File: src/sv/door_lock_password_controller_top_macros.svh
// ----------------------------------------------------------------------------
// Door lock controller assertion macros
// Shared property shorthands; all sample on i_clk, quiet while in reset.
// ----------------------------------------------------------------------------
`ifndef DOOR_LOCK_PASSWORD_CONTROLLER_TOP_MACROS_SVH
`define DOOR_LOCK_PASSWORD_CONTROLLER_TOP_MACROS_SVH

// same-cycle implication
`define DLPC_ASSERT_IMPLY(lbl, ante, cons) \
    lbl: assert property (@(posedge i_clk) disable iff (!i_rst_n) (ante) |-> (cons)) \
        else $error("dlpc check failed");

// next-cycle implication
`define DLPC_ASSERT_NEXT(lbl, ante, cons) \
    lbl: assert property (@(posedge i_clk) disable iff (!i_rst_n) (ante) |=> (cons)) \
        else $error("dlpc check failed");

`endif

File: src/sv/dlpc_pkg.sv
// ----------------------------------------------------------------------------
// dlpc_pkg
// Types, codes and sizes shared by the door lock controller.
// ----------------------------------------------------------------------------
package dlpc_pkg;

    localparam int PASSWORD_CHARS = 5;
    localparam int PW_W           = 40;
    localparam int PW_BITS        = 8 * PASSWORD_CHARS;
    // compared bits: never more than the port carries
    localparam int PW_KEEP        = (PW_BITS < PW_W) ? PW_BITS : PW_W;

    // item modes
    localparam logic [1:0] MODE_ENTRY   = 2'd0;
    localparam logic [1:0] MODE_REQUEST = 2'd1;
    localparam logic [1:0] MODE_TICK    = 2'd2;

    // menu requests
    localparam logic REQ_OPEN   = 1'b0;
    localparam logic REQ_CHANGE = 1'b1;

    // report codes
    localparam logic [2:0] REP_PAIR_MATCH  = 3'd0;
    localparam logic [2:0] REP_PAIR_MISS   = 3'd1;
    localparam logic [2:0] REP_VERIFY_OK   = 3'd2;
    localparam logic [2:0] REP_VERIFY_FAIL = 3'd3;
    localparam logic [2:0] REP_DOOR        = 3'd4;
    localparam logic [2:0] REP_ALARM_OVER  = 3'd5;

    // reported modes
    localparam logic [1:0] RMODE_FIRST_BOOT = 2'd0;
    localparam logic [1:0] RMODE_RETRY      = 2'd1;
    localparam logic [1:0] RMODE_MENU       = 2'd2;
    localparam logic [1:0] RMODE_ALARM      = 2'd3;

    // motor drive
    localparam logic [1:0] MOTOR_STOP    = 2'd0;
    localparam logic [1:0] MOTOR_FORWARD = 2'd1;
    localparam logic [1:0] MOTOR_REVERSE = 2'd2;

    // config register indexes
    localparam logic [1:0] CFG_OPEN_SECONDS  = 2'd0;
    localparam logic [1:0] CFG_HOLD_SECONDS  = 2'd1;
    localparam logic [1:0] CFG_ALARM_SECONDS = 2'd2;
    localparam logic [1:0] CFG_MAX_TRIES     = 2'd3;

    typedef struct packed {
        logic [1:0]      mode;
        logic [PW_W-1:0] password;
        logic            request;
    } t_item;

    typedef struct packed {
        logic [2:0] report;
        logic [1:0] reported_mode;
        logic [1:0] motor_drive;
        logic       alarm_tone;
    } t_result;

    typedef struct packed {
        logic [7:0] open_seconds;
        logic [7:0] hold_seconds;
        logic [7:0] alarm_seconds;
        logic [2:0] max_tries;
    } t_cfg;

endpackage

File: src/sv/dlpc_cfg.sv
// ----------------------------------------------------------------------------
// dlpc_cfg
// Configuration register file: timing limits and try count.
// ----------------------------------------------------------------------------
module dlpc_cfg
    import dlpc_pkg::*;
(
    input  logic       i_clk,
    input  logic       i_rst_n,
    input  logic       i_we,
    input  logic [1:0] i_index,
    input  logic [7:0] i_data,
    output t_cfg       o_cfg
);

    t_cfg r_cfg;
    t_cfg n_cfg;

    always_comb begin
        n_cfg = r_cfg;
        if (i_we) begin
            unique case (i_index)
                CFG_OPEN_SECONDS:  n_cfg.open_seconds  = i_data;
                CFG_HOLD_SECONDS:  n_cfg.hold_seconds  = i_data;
                CFG_ALARM_SECONDS: n_cfg.alarm_seconds = i_data;
                CFG_MAX_TRIES:     n_cfg.max_tries     = i_data[2:0];
                default:           n_cfg = r_cfg;
            endcase
        end
    end

    always_ff @(posedge i_clk) begin
        if (!i_rst_n) begin
            r_cfg.open_seconds  <= 8'd15;
            r_cfg.hold_seconds  <= 8'd3;
            r_cfg.alarm_seconds <= 8'd60;
            r_cfg.max_tries     <= 3'd3;
        end else begin
            r_cfg <= n_cfg;
        end
    end

    assign o_cfg = r_cfg;

endmodule

File: src/sv/dlpc_core.sv
// ----------------------------------------------------------------------------
// dlpc_core
// Lock state machine: one item per enabled cycle, at most one result.
// ----------------------------------------------------------------------------
module dlpc_core
    import dlpc_pkg::*;
(
    input  logic    i_clk,
    input  logic    i_rst_n,
    input  logic    i_go,
    input  t_item   i_item,
    input  t_cfg    i_cfg,
    output logic    o_res_valid,
    output t_result o_res
);

    localparam logic [2:0] PH_FIRST_A = 3'd0;
    localparam logic [2:0] PH_FIRST_B = 3'd1;
    localparam logic [2:0] PH_MENU    = 3'd2;
    localparam logic [2:0] PH_VERIFY  = 3'd3;
    localparam logic [2:0] PH_FORWARD = 3'd4;
    localparam logic [2:0] PH_HOLD    = 3'd5;
    localparam logic [2:0] PH_REVERSE = 3'd6;
    localparam logic [2:0] PH_ALARM   = 3'd7;

    logic [2:0]         r_phase,  n_phase;
    logic [PW_KEEP-1:0] r_saved,  n_saved;
    logic [PW_KEEP-1:0] r_first,  n_first;
    logic [2:0]         r_tries,  n_tries;
    logic               r_action, n_action;
    logic [7:0]         r_ticks,  n_ticks;

    logic [PW_KEEP-1:0] pw;
    logic [7:0]         tick_limit;
    logic [8:0]         tick_next;
    logic               tick_done;
    logic [3:0]         used;

    assign pw   = i_item.password[PW_KEEP-1:0];
    assign used = {1'b0, r_tries} + 4'd1;

    always_comb begin
        case (r_phase)
            PH_HOLD:  tick_limit = i_cfg.hold_seconds;
            PH_ALARM: tick_limit = i_cfg.alarm_seconds;
            default:  tick_limit = i_cfg.open_seconds;
        endcase
    end

    // a limit of zero finishes on the first tick, same as one
    assign tick_next = {1'b0, r_ticks} + 9'd1;
    assign tick_done = tick_next >= {1'b0, tick_limit};

    always_comb begin
        n_phase     = r_phase;
        n_saved     = r_saved;
        n_first     = r_first;
        n_tries     = r_tries;
        n_action    = r_action;
        n_ticks     = r_ticks;
        o_res_valid = 1'b0;
        o_res       = '0;

        unique case (i_item.mode)
            MODE_ENTRY: begin
                unique case (r_phase)
                    PH_FIRST_A: begin
                        n_first = pw;
                        n_phase = PH_FIRST_B;
                    end
                    PH_FIRST_B: begin
                        o_res_valid = 1'b1;
                        if (pw == r_first) begin
                            n_saved             = pw;
                            n_phase             = PH_MENU;
                            o_res.report        = REP_PAIR_MATCH;
                            o_res.reported_mode = RMODE_MENU;
                        end else begin
                            n_phase             = PH_FIRST_A;
                            o_res.report        = REP_PAIR_MISS;
                            o_res.reported_mode = RMODE_FIRST_BOOT;
                        end
                    end
                    PH_VERIFY: begin
                        o_res_valid = 1'b1;
                        if (pw == r_saved) begin
                            o_res.report = REP_VERIFY_OK;
                            if (r_action == REQ_OPEN) begin
                                n_phase             = PH_FORWARD;
                                n_ticks             = '0;
                                o_res.reported_mode = RMODE_MENU;
                                o_res.motor_drive   = MOTOR_FORWARD;
                            end else begin
                                n_phase             = PH_FIRST_A;
                                o_res.reported_mode = RMODE_FIRST_BOOT;
                            end
                        end else begin
                            n_tries      = used[2:0];
                            o_res.report = REP_VERIFY_FAIL;
                            if (used >= {1'b0, i_cfg.max_tries}) begin
                                n_phase             = PH_ALARM;
                                n_ticks             = '0;
                                o_res.reported_mode = RMODE_ALARM;
                                o_res.alarm_tone    = 1'b1;
                            end else begin
                                o_res.reported_mode = RMODE_RETRY;
                            end
                        end
                    end
                    default: ;
                endcase
            end
            MODE_REQUEST: begin
                if (r_phase == PH_MENU) begin
                    n_action = i_item.request;
                    n_tries  = '0;
                    n_phase  = PH_VERIFY;
                end
            end
            MODE_TICK: begin
                if (r_phase == PH_FORWARD || r_phase == PH_HOLD ||
                    r_phase == PH_REVERSE || r_phase == PH_ALARM) begin
                    n_ticks = tick_done ? 8'd0 : tick_next[7:0];
                    if (tick_done) begin
                        unique case (r_phase)
                            PH_FORWARD: begin
                                // zero hold: forward end doubles as hold end
                                if (i_cfg.hold_seconds == 8'd0) begin
                                    n_phase             = PH_REVERSE;
                                    o_res_valid         = 1'b1;
                                    o_res.report        = REP_DOOR;
                                    o_res.reported_mode = RMODE_MENU;
                                    o_res.motor_drive   = MOTOR_REVERSE;
                                end else begin
                                    n_phase = PH_HOLD;
                                end
                            end
                            PH_HOLD: begin
                                n_phase             = PH_REVERSE;
                                o_res_valid         = 1'b1;
                                o_res.report        = REP_DOOR;
                                o_res.reported_mode = RMODE_MENU;
                                o_res.motor_drive   = MOTOR_REVERSE;
                            end
                            PH_REVERSE: begin
                                n_phase             = PH_MENU;
                                o_res_valid         = 1'b1;
                                o_res.report        = REP_DOOR;
                                o_res.reported_mode = RMODE_MENU;
                            end
                            default: begin
                                n_phase             = PH_MENU;
                                o_res_valid         = 1'b1;
                                o_res.report        = REP_ALARM_OVER;
                                o_res.reported_mode = RMODE_MENU;
                            end
                        endcase
                    end
                end
            end
            default: ;
        endcase
    end

    always_ff @(posedge i_clk) begin
        if (!i_rst_n) begin
            r_phase  <= PH_FIRST_A;
            r_tries  <= '0;
            r_action <= 1'b0;
            r_ticks  <= '0;
        end else if (i_go) begin
            r_phase  <= n_phase;
            r_tries  <= n_tries;
            r_action <= n_action;
            r_ticks  <= n_ticks;
        end
    end

    // password stores: no reset, written before any read
    always_ff @(posedge i_clk) begin
        if (i_go) begin
            r_saved <= n_saved;
            r_first <= n_first;
        end
    end

endmodule

File: src/sv/door_lock_password_controller_top.sv
// ----------------------------------------------------------------------------
// door_lock_password_controller_top
// Password door lock controller with registered input and result words.
// ----------------------------------------------------------------------------
// Input channel: i_valid / o_stall with i_mode, i_password, i_request. A word
// is taken at a clock edge with i_valid high and o_stall low.
// Result channel: o_valid / i_stall with o_report, o_reported_mode,
// o_motor_drive, o_alarm_tone. Items that cause no result produce no word.
// Config channel: i_cfg_valid / o_cfg_ready (always ready), i_cfg_index,
// i_cfg_data; write only while the block is idle.
// Result path: a taken item waits in the input register and steps into the
// result register, raising o_valid, once the result register is free.
// Throughput: one item per cycle while no result word is held; the state step
// is combinational logic between the input register and the result register.
// Stall: a held result word (o_valid with i_stall) holds every step, with or
// without a result; o_stall then rises while the input register is full.
// Reset: synchronous, active low; back to first boot waiting for the first
// entry, config registers at their defaults, both registers empty.
// ----------------------------------------------------------------------------
module door_lock_password_controller_top
    import dlpc_pkg::*;
(
    input  logic            i_clk,
    input  logic            i_rst_n,
    input  logic            i_valid,
    output logic            o_stall,
    input  logic [1:0]      i_mode,
    input  logic [PW_W-1:0] i_password,
    input  logic            i_request,
    output logic            o_valid,
    input  logic            i_stall,
    output logic [2:0]      o_report,
    output logic [1:0]      o_reported_mode,
    output logic [1:0]      o_motor_drive,
    output logic            o_alarm_tone,
    input  logic            i_cfg_valid,
    output logic            o_cfg_ready,
    input  logic [1:0]      i_cfg_index,
    input  logic [7:0]      i_cfg_data
);

    t_cfg    cfg;
    t_item   r_in;
    logic    r_in_v;
    t_result r_out;
    logic    r_out_v;
    t_result res;
    logic    res_valid;
    logic    step_go;
    logic    in_take;

    assign o_cfg_ready = 1'b1;

    dlpc_cfg u_cfg (
        .i_clk   (i_clk),
        .i_rst_n (i_rst_n),
        .i_we    (i_cfg_valid & o_cfg_ready),
        .i_index (i_cfg_index),
        .i_data  (i_cfg_data),
        .o_cfg   (cfg)
    );

    // step when the result slot is free or draining this cycle
    assign step_go = r_in_v && (!r_out_v || !i_stall);
    assign o_stall = r_in_v && !step_go;
    assign in_take = i_valid && !o_stall;

    dlpc_core u_core (
        .i_clk       (i_clk),
        .i_rst_n     (i_rst_n),
        .i_go        (step_go),
        .i_item      (r_in),
        .i_cfg       (cfg),
        .o_res_valid (res_valid),
        .o_res       (res)
    );

    always_ff @(posedge i_clk) begin
        if (!i_rst_n) begin
            r_in_v <= 1'b0;
        end else if (in_take) begin
            r_in_v <= 1'b1;
        end else if (step_go) begin
            r_in_v <= 1'b0;
        end
    end

    always_ff @(posedge i_clk) begin
        if (in_take) begin
            r_in.mode     <= i_mode;
            r_in.password <= i_password;
            r_in.request  <= i_request;
        end
    end

    always_ff @(posedge i_clk) begin
        if (!i_rst_n) begin
            r_out_v <= 1'b0;
        end else if (step_go) begin
            r_out_v <= res_valid;
        end else if (!i_stall) begin
            r_out_v <= 1'b0;
        end
    end

    always_ff @(posedge i_clk) begin
        if (step_go && res_valid) begin
            r_out <= res;
        end
    end

    assign o_valid         = r_out_v;
    assign o_report        = r_out.report;
    assign o_reported_mode = r_out.reported_mode;
    assign o_motor_drive   = r_out.motor_drive;
    assign o_alarm_tone    = r_out.alarm_tone;

`include "door_lock_password_controller_top_macros.svh"

    `DLPC_ASSERT_IMPLY(a_no_step_over_held, r_out_v && i_stall, !step_go)
    `DLPC_ASSERT_IMPLY(a_full_take_drains, in_take && r_in_v, step_go)
    `DLPC_ASSERT_NEXT(a_item_kept, r_in_v && !step_go, r_in_v)
    `DLPC_ASSERT_IMPLY(a_buzzer_alarm_only, o_valid && o_alarm_tone,
        o_report == REP_VERIFY_FAIL && o_reported_mode == RMODE_ALARM)
    `DLPC_ASSERT_IMPLY(a_motor_door_only, o_valid && o_motor_drive != MOTOR_STOP,
        o_report == REP_VERIFY_OK || o_report == REP_DOOR)

endmodule
File: config.mk
export PLATFORM = sky130hd
export DESIGN_NAME = door_lock_password_controller_top
export DESIGN_NICKNAME = d
export VERILOG_FILES = /design/src/sv/dlpc_pkg.sv /design/src/sv/dlpc_cfg.sv /design/src/sv/dlpc_core.sv /design/src/sv/door_lock_password_controller_top.sv
export VERILOG_INCLUDE_DIRS = /design/src /design/src/sv
export SDC_FILE = /design/constraint.sdc
export NUM_CORES = 1
export LEC_CHECK = 0
export BUFFER_PORTS_ARGS = -buffer_cell sky130_fd_sc_hd__buf_2
export CAP_MARGIN = 0
export CORE_UTILIZATION = 59
export DETAILED_ROUTE_END_ITERATION = 10
export PLACE_DENSITY_LB_ADDON = 0.2
export SLEW_MARGIN = 20
export SYNTH_ARGS = -nofsm -noshare
export SYNTH_HDL_FRONTEND = slang
export SYNTH_SLANG_ARGS = --single-unit
File: constraint.sdc
create_clock -name i_clk -period 4.08 [get_ports i_clk]
set_input_delay 0.204 -clock i_clk [delete_from_list [all_inputs] [get_ports i_clk]]
set_output_delay 0.204 -clock i_clk [all_outputs]
set_load 0.05 [all_outputs]
==> impl_metrics.yaml <==
outcome:
  outcome: "completed"
pwr:
  clockPowerShare_pct: 39.7
  p_sw_share_pct: 22.4
  power_density_nw_per_um2: 418
  switching_power_mw: 0.853
  combPwrFrac_pct: 6.7
  p_seq_share_pct: 53.7
  vdd_ir_drop_max_v: 0.000413
  p_int_mw: 2.95
  power_leakage_nw: 3.35
clock_tree:
  htree_levels: 4
  cts.path.max_buffers: 2
  cts_buffers: 17
  cts.sinks: 175
  postCtsSetupRepairBufs: 0
  cts_tree: "built"
  clk_pin_slew_worst_paths_ns: 0.06
  root_buffer: "clkbuf_16"
  clock_latency_ns: 0.43
route:
  dr.pass1.iters: 5
  vias: 4772
  drc: 0
  ant_nets: 0
  routed_wl_um: 14700
  vias_per_cell: 5.46
  wl_per_cell_um: 16.8
  drt-initial-drc-count: 280
synthesis:
  synth_warnings: 0
  ys_ff_latch: 175
  yosysTopAreaCellShare_pct: 51.8
  synthTopCellsByArea: "edfxtp_1 (52%), dfxtp_1 (12%), xnor2_1 (8.8%)"
  async_reset_ff_share_pct: 0
  yosys_most_used_dff: "edfxtp_1"
  synth.largest_area_cell: "edfxtp_1"
  ys_types: 55
  synth_edf_count: 131
  syn_area_per_cell_um2: 13.2
  ys_seq_area_share_pct: 63.5
  netlist_area_um2: 7590
  synth_fp_nets: 648
  synthCells: 573
setup_path:
  cp_slowest_cell: "dfxtp_1"
  max_stage_delay_ns: 0.86
  required_ns: 4.14
  crit_arrival_ns: 3.55
  r2r_slack_ns: 0.59
  critPathTopFamily: "compound AO/OA/AOI/OAI gates"
  crit_path_end_kind: "register"
  r2r_start: "u_core.r_phase[1]"
  worst-path-max-fanout: 19
  critPathLaunchType: "register"
  r2r_cells: 10
  cp_num_buf_inv: 1
  crit_chain: "mux2i_1 > o21ai_0 > ha_1 > nand2b_1 > a211oi_1 > nor3_2 > o21ai_2 > nor2_1 > inv_1 > a21oi_1"
  path_class: "reg -> reg"
  r2r_end: "o_reported_mode[0]"
cells_and_area:
  final_util_pct: 72.5
  final_area_um2: 9110
  final_common_cell: "edfxtp_1"
  layout.nets: 766
  diodes: 0
  drive_above_1_share_pct: 16.7
  fill_cells: 833
  most-common-layout-cells: "edfxtp_1 (131), xnor2_1 (76), buf_2 (67), dlygate4sd3_1 (44), dfxtp_1 (44)"
  area_delta_synth_final_pct: 20.1
worst_hold_path:
  min_from: "i_cfg_data[4]"
  min_path_cells: 3
  hold_end: "u_cfg.o_cfg[7]"
  hold_path.class: "in -> reg"
die:
  die_x_um: 115
  rows: 41
  core-area_um2: 12600
  dieArea_um2: 13300
  start_util_pct: 60.4
  die_h_um: 115
  pin_count: 69
sta:
  clock_skew_ns: 0.0133
  setup_slack_ns: 0.594
  min_period_ns: 3.49
  worst_pin_slew_ns: 0.932
  finalHoldViolations: 0
  timing.final.crit_share_pct: 85.4
  setup_viol: 0
  hold-worst-slack_ns: 0.0287
  rsz0062_at_grt: "no"
  relSlewSlack_pct: 37.9
  maxSlewViolCount: 0
  fmax_mhz: 287
  finalSetupTns_ns: 0
global_routing:
  grt_pass1_wl_um: 23500
  grt_pass1_vias: 4679
  grt_max_degree: 50
  antenna_found_initial: 0
  grt_usage_pct: 24.1
  grt_overflow: 0
flow_run:
  maxCapViolCount: 0
place:
  numPortBuffers: 67
  dp_slack_ns: 0.605
  place.gp.congestion: 0.888
  placed_cell_area_um2: 8100
  post-dp-hpwl_um: 9450
## worst max path at each step
stage,slack (ns),start,end,depth (start not counted)
after floorplan,0.62,r_in[1],u_core.r_saved[0],7
after global placement,0.77,u_core.r_phase[1],o_motor_drive[0],10
after detailed placement,0.61,u_core.r_phase[1],o_reported_mode[0],10
after CTS,0.59,u_core.r_phase[1],o_motor_drive[1],10
after global routing,0.27,u_core.r_phase[1],o_reported_mode[0],10
final,0.59,u_core.r_phase[1],o_reported_mode[0],10
## synth_stat cells, drive strengths merged, types with 3 or more instances
master and instances:
nor4 10, nand4 25, nand2b 5, xor2 11, nor2 24, nor3 4
ha 17, clkbuf 11, nor2b 19, buf 5, and3 8, o21ai 10
nand2 42, dfxtp 44, o31ai 4, xnor2 76, nand3 18, inv 15
nor3b 3, o211ai 4, a21boi 10, mux2i 31, edfxtp 131, a31oi 5
o21a 4, a21oi 14
## per-layer routing
metal	GRT usage, %	up-vias	routed length, um
met2	40.2	113	7310
met5	0	-	0
li1	-	2330	-
met3	6.80	17	566
met1	30.5	2312	6660
met4	7.62	0	173
## state kept, by name, summed over array words and instances (netlist names), 2 cells and up
register         flops
u_cfg.o_cfg         27
u_core.r_first      40
r_in                43
o_report             3
u_core.r_ticks       8
u_core.r_phase       3
o_motor_drive        2
u_core.r_tries       3
o_reported_mode      2
u_core.r_saved      40
## layout make-up
class | instances | area (um^2) | area share (%)
sequential | 175 | 4810 | 52.8
clock buffer | 19 | 433 | 4.75
multi-input combinational | 367 | 2660 | 29.2
clock inverter | 11 | 111 | 1.22
tap | 172 | 215 | 2.36
timing repair buffer | 115 | 826 | 9.06
inverter | 15 | 56.3 | 0.618
## through the flow
step	std cells	power [mW]
global placement	799	2.29
detailed placement	799	2.30
finish	874	3.81
CTS	873	3.81
global route	874	3.93
floorplan	573	2.21
## power groups by stage
stage          sequential, mW  clock, mW  combinational [mW]
3_5_place_dp             2.08          0               0.214
4_1_cts                  2.04       1.52               0.249
5_1_grt                  2.05       1.60               0.279
3_3_place_gp             2.08          0               0.209
2_1_floorplan            2.06          0               0.151
6_report                 2.04       1.51               0.255
## cells by family after synthesis
group / share of synthesized area, %
compound gates: 6.09
xor+xnor: 10.0
fa+ha+maj: 2.80
buf+inv: 1.75
flops: 63.5
mux: 4.09
other cells: 0.0494
simple gates: 11.7
## worst register-to-register path, stage by stage, from the launching register on
cell and delay (ns):
dfxtp_1 0.86, mux2i_1 0.27, o21ai_0 0.12, ha_1 0.31
nand2b_1 0.09, a211oi_1 0.07, nor3_2 0.46, o21ai_2 0.16
nor2_1 0.16, inv_1 0.07, a21oi_1 0.53
## repair_timing
| action | in CTS | in global routing |
|---|---|---|
| endpoints found under the setup margin | 0 | 0 |
| gates resized for setup | 0 | 0 |
| hold endpoints to repair | 44 | 0 |
| hold buffers | 44 | 0 |
(Power assumes the default switching activity.)
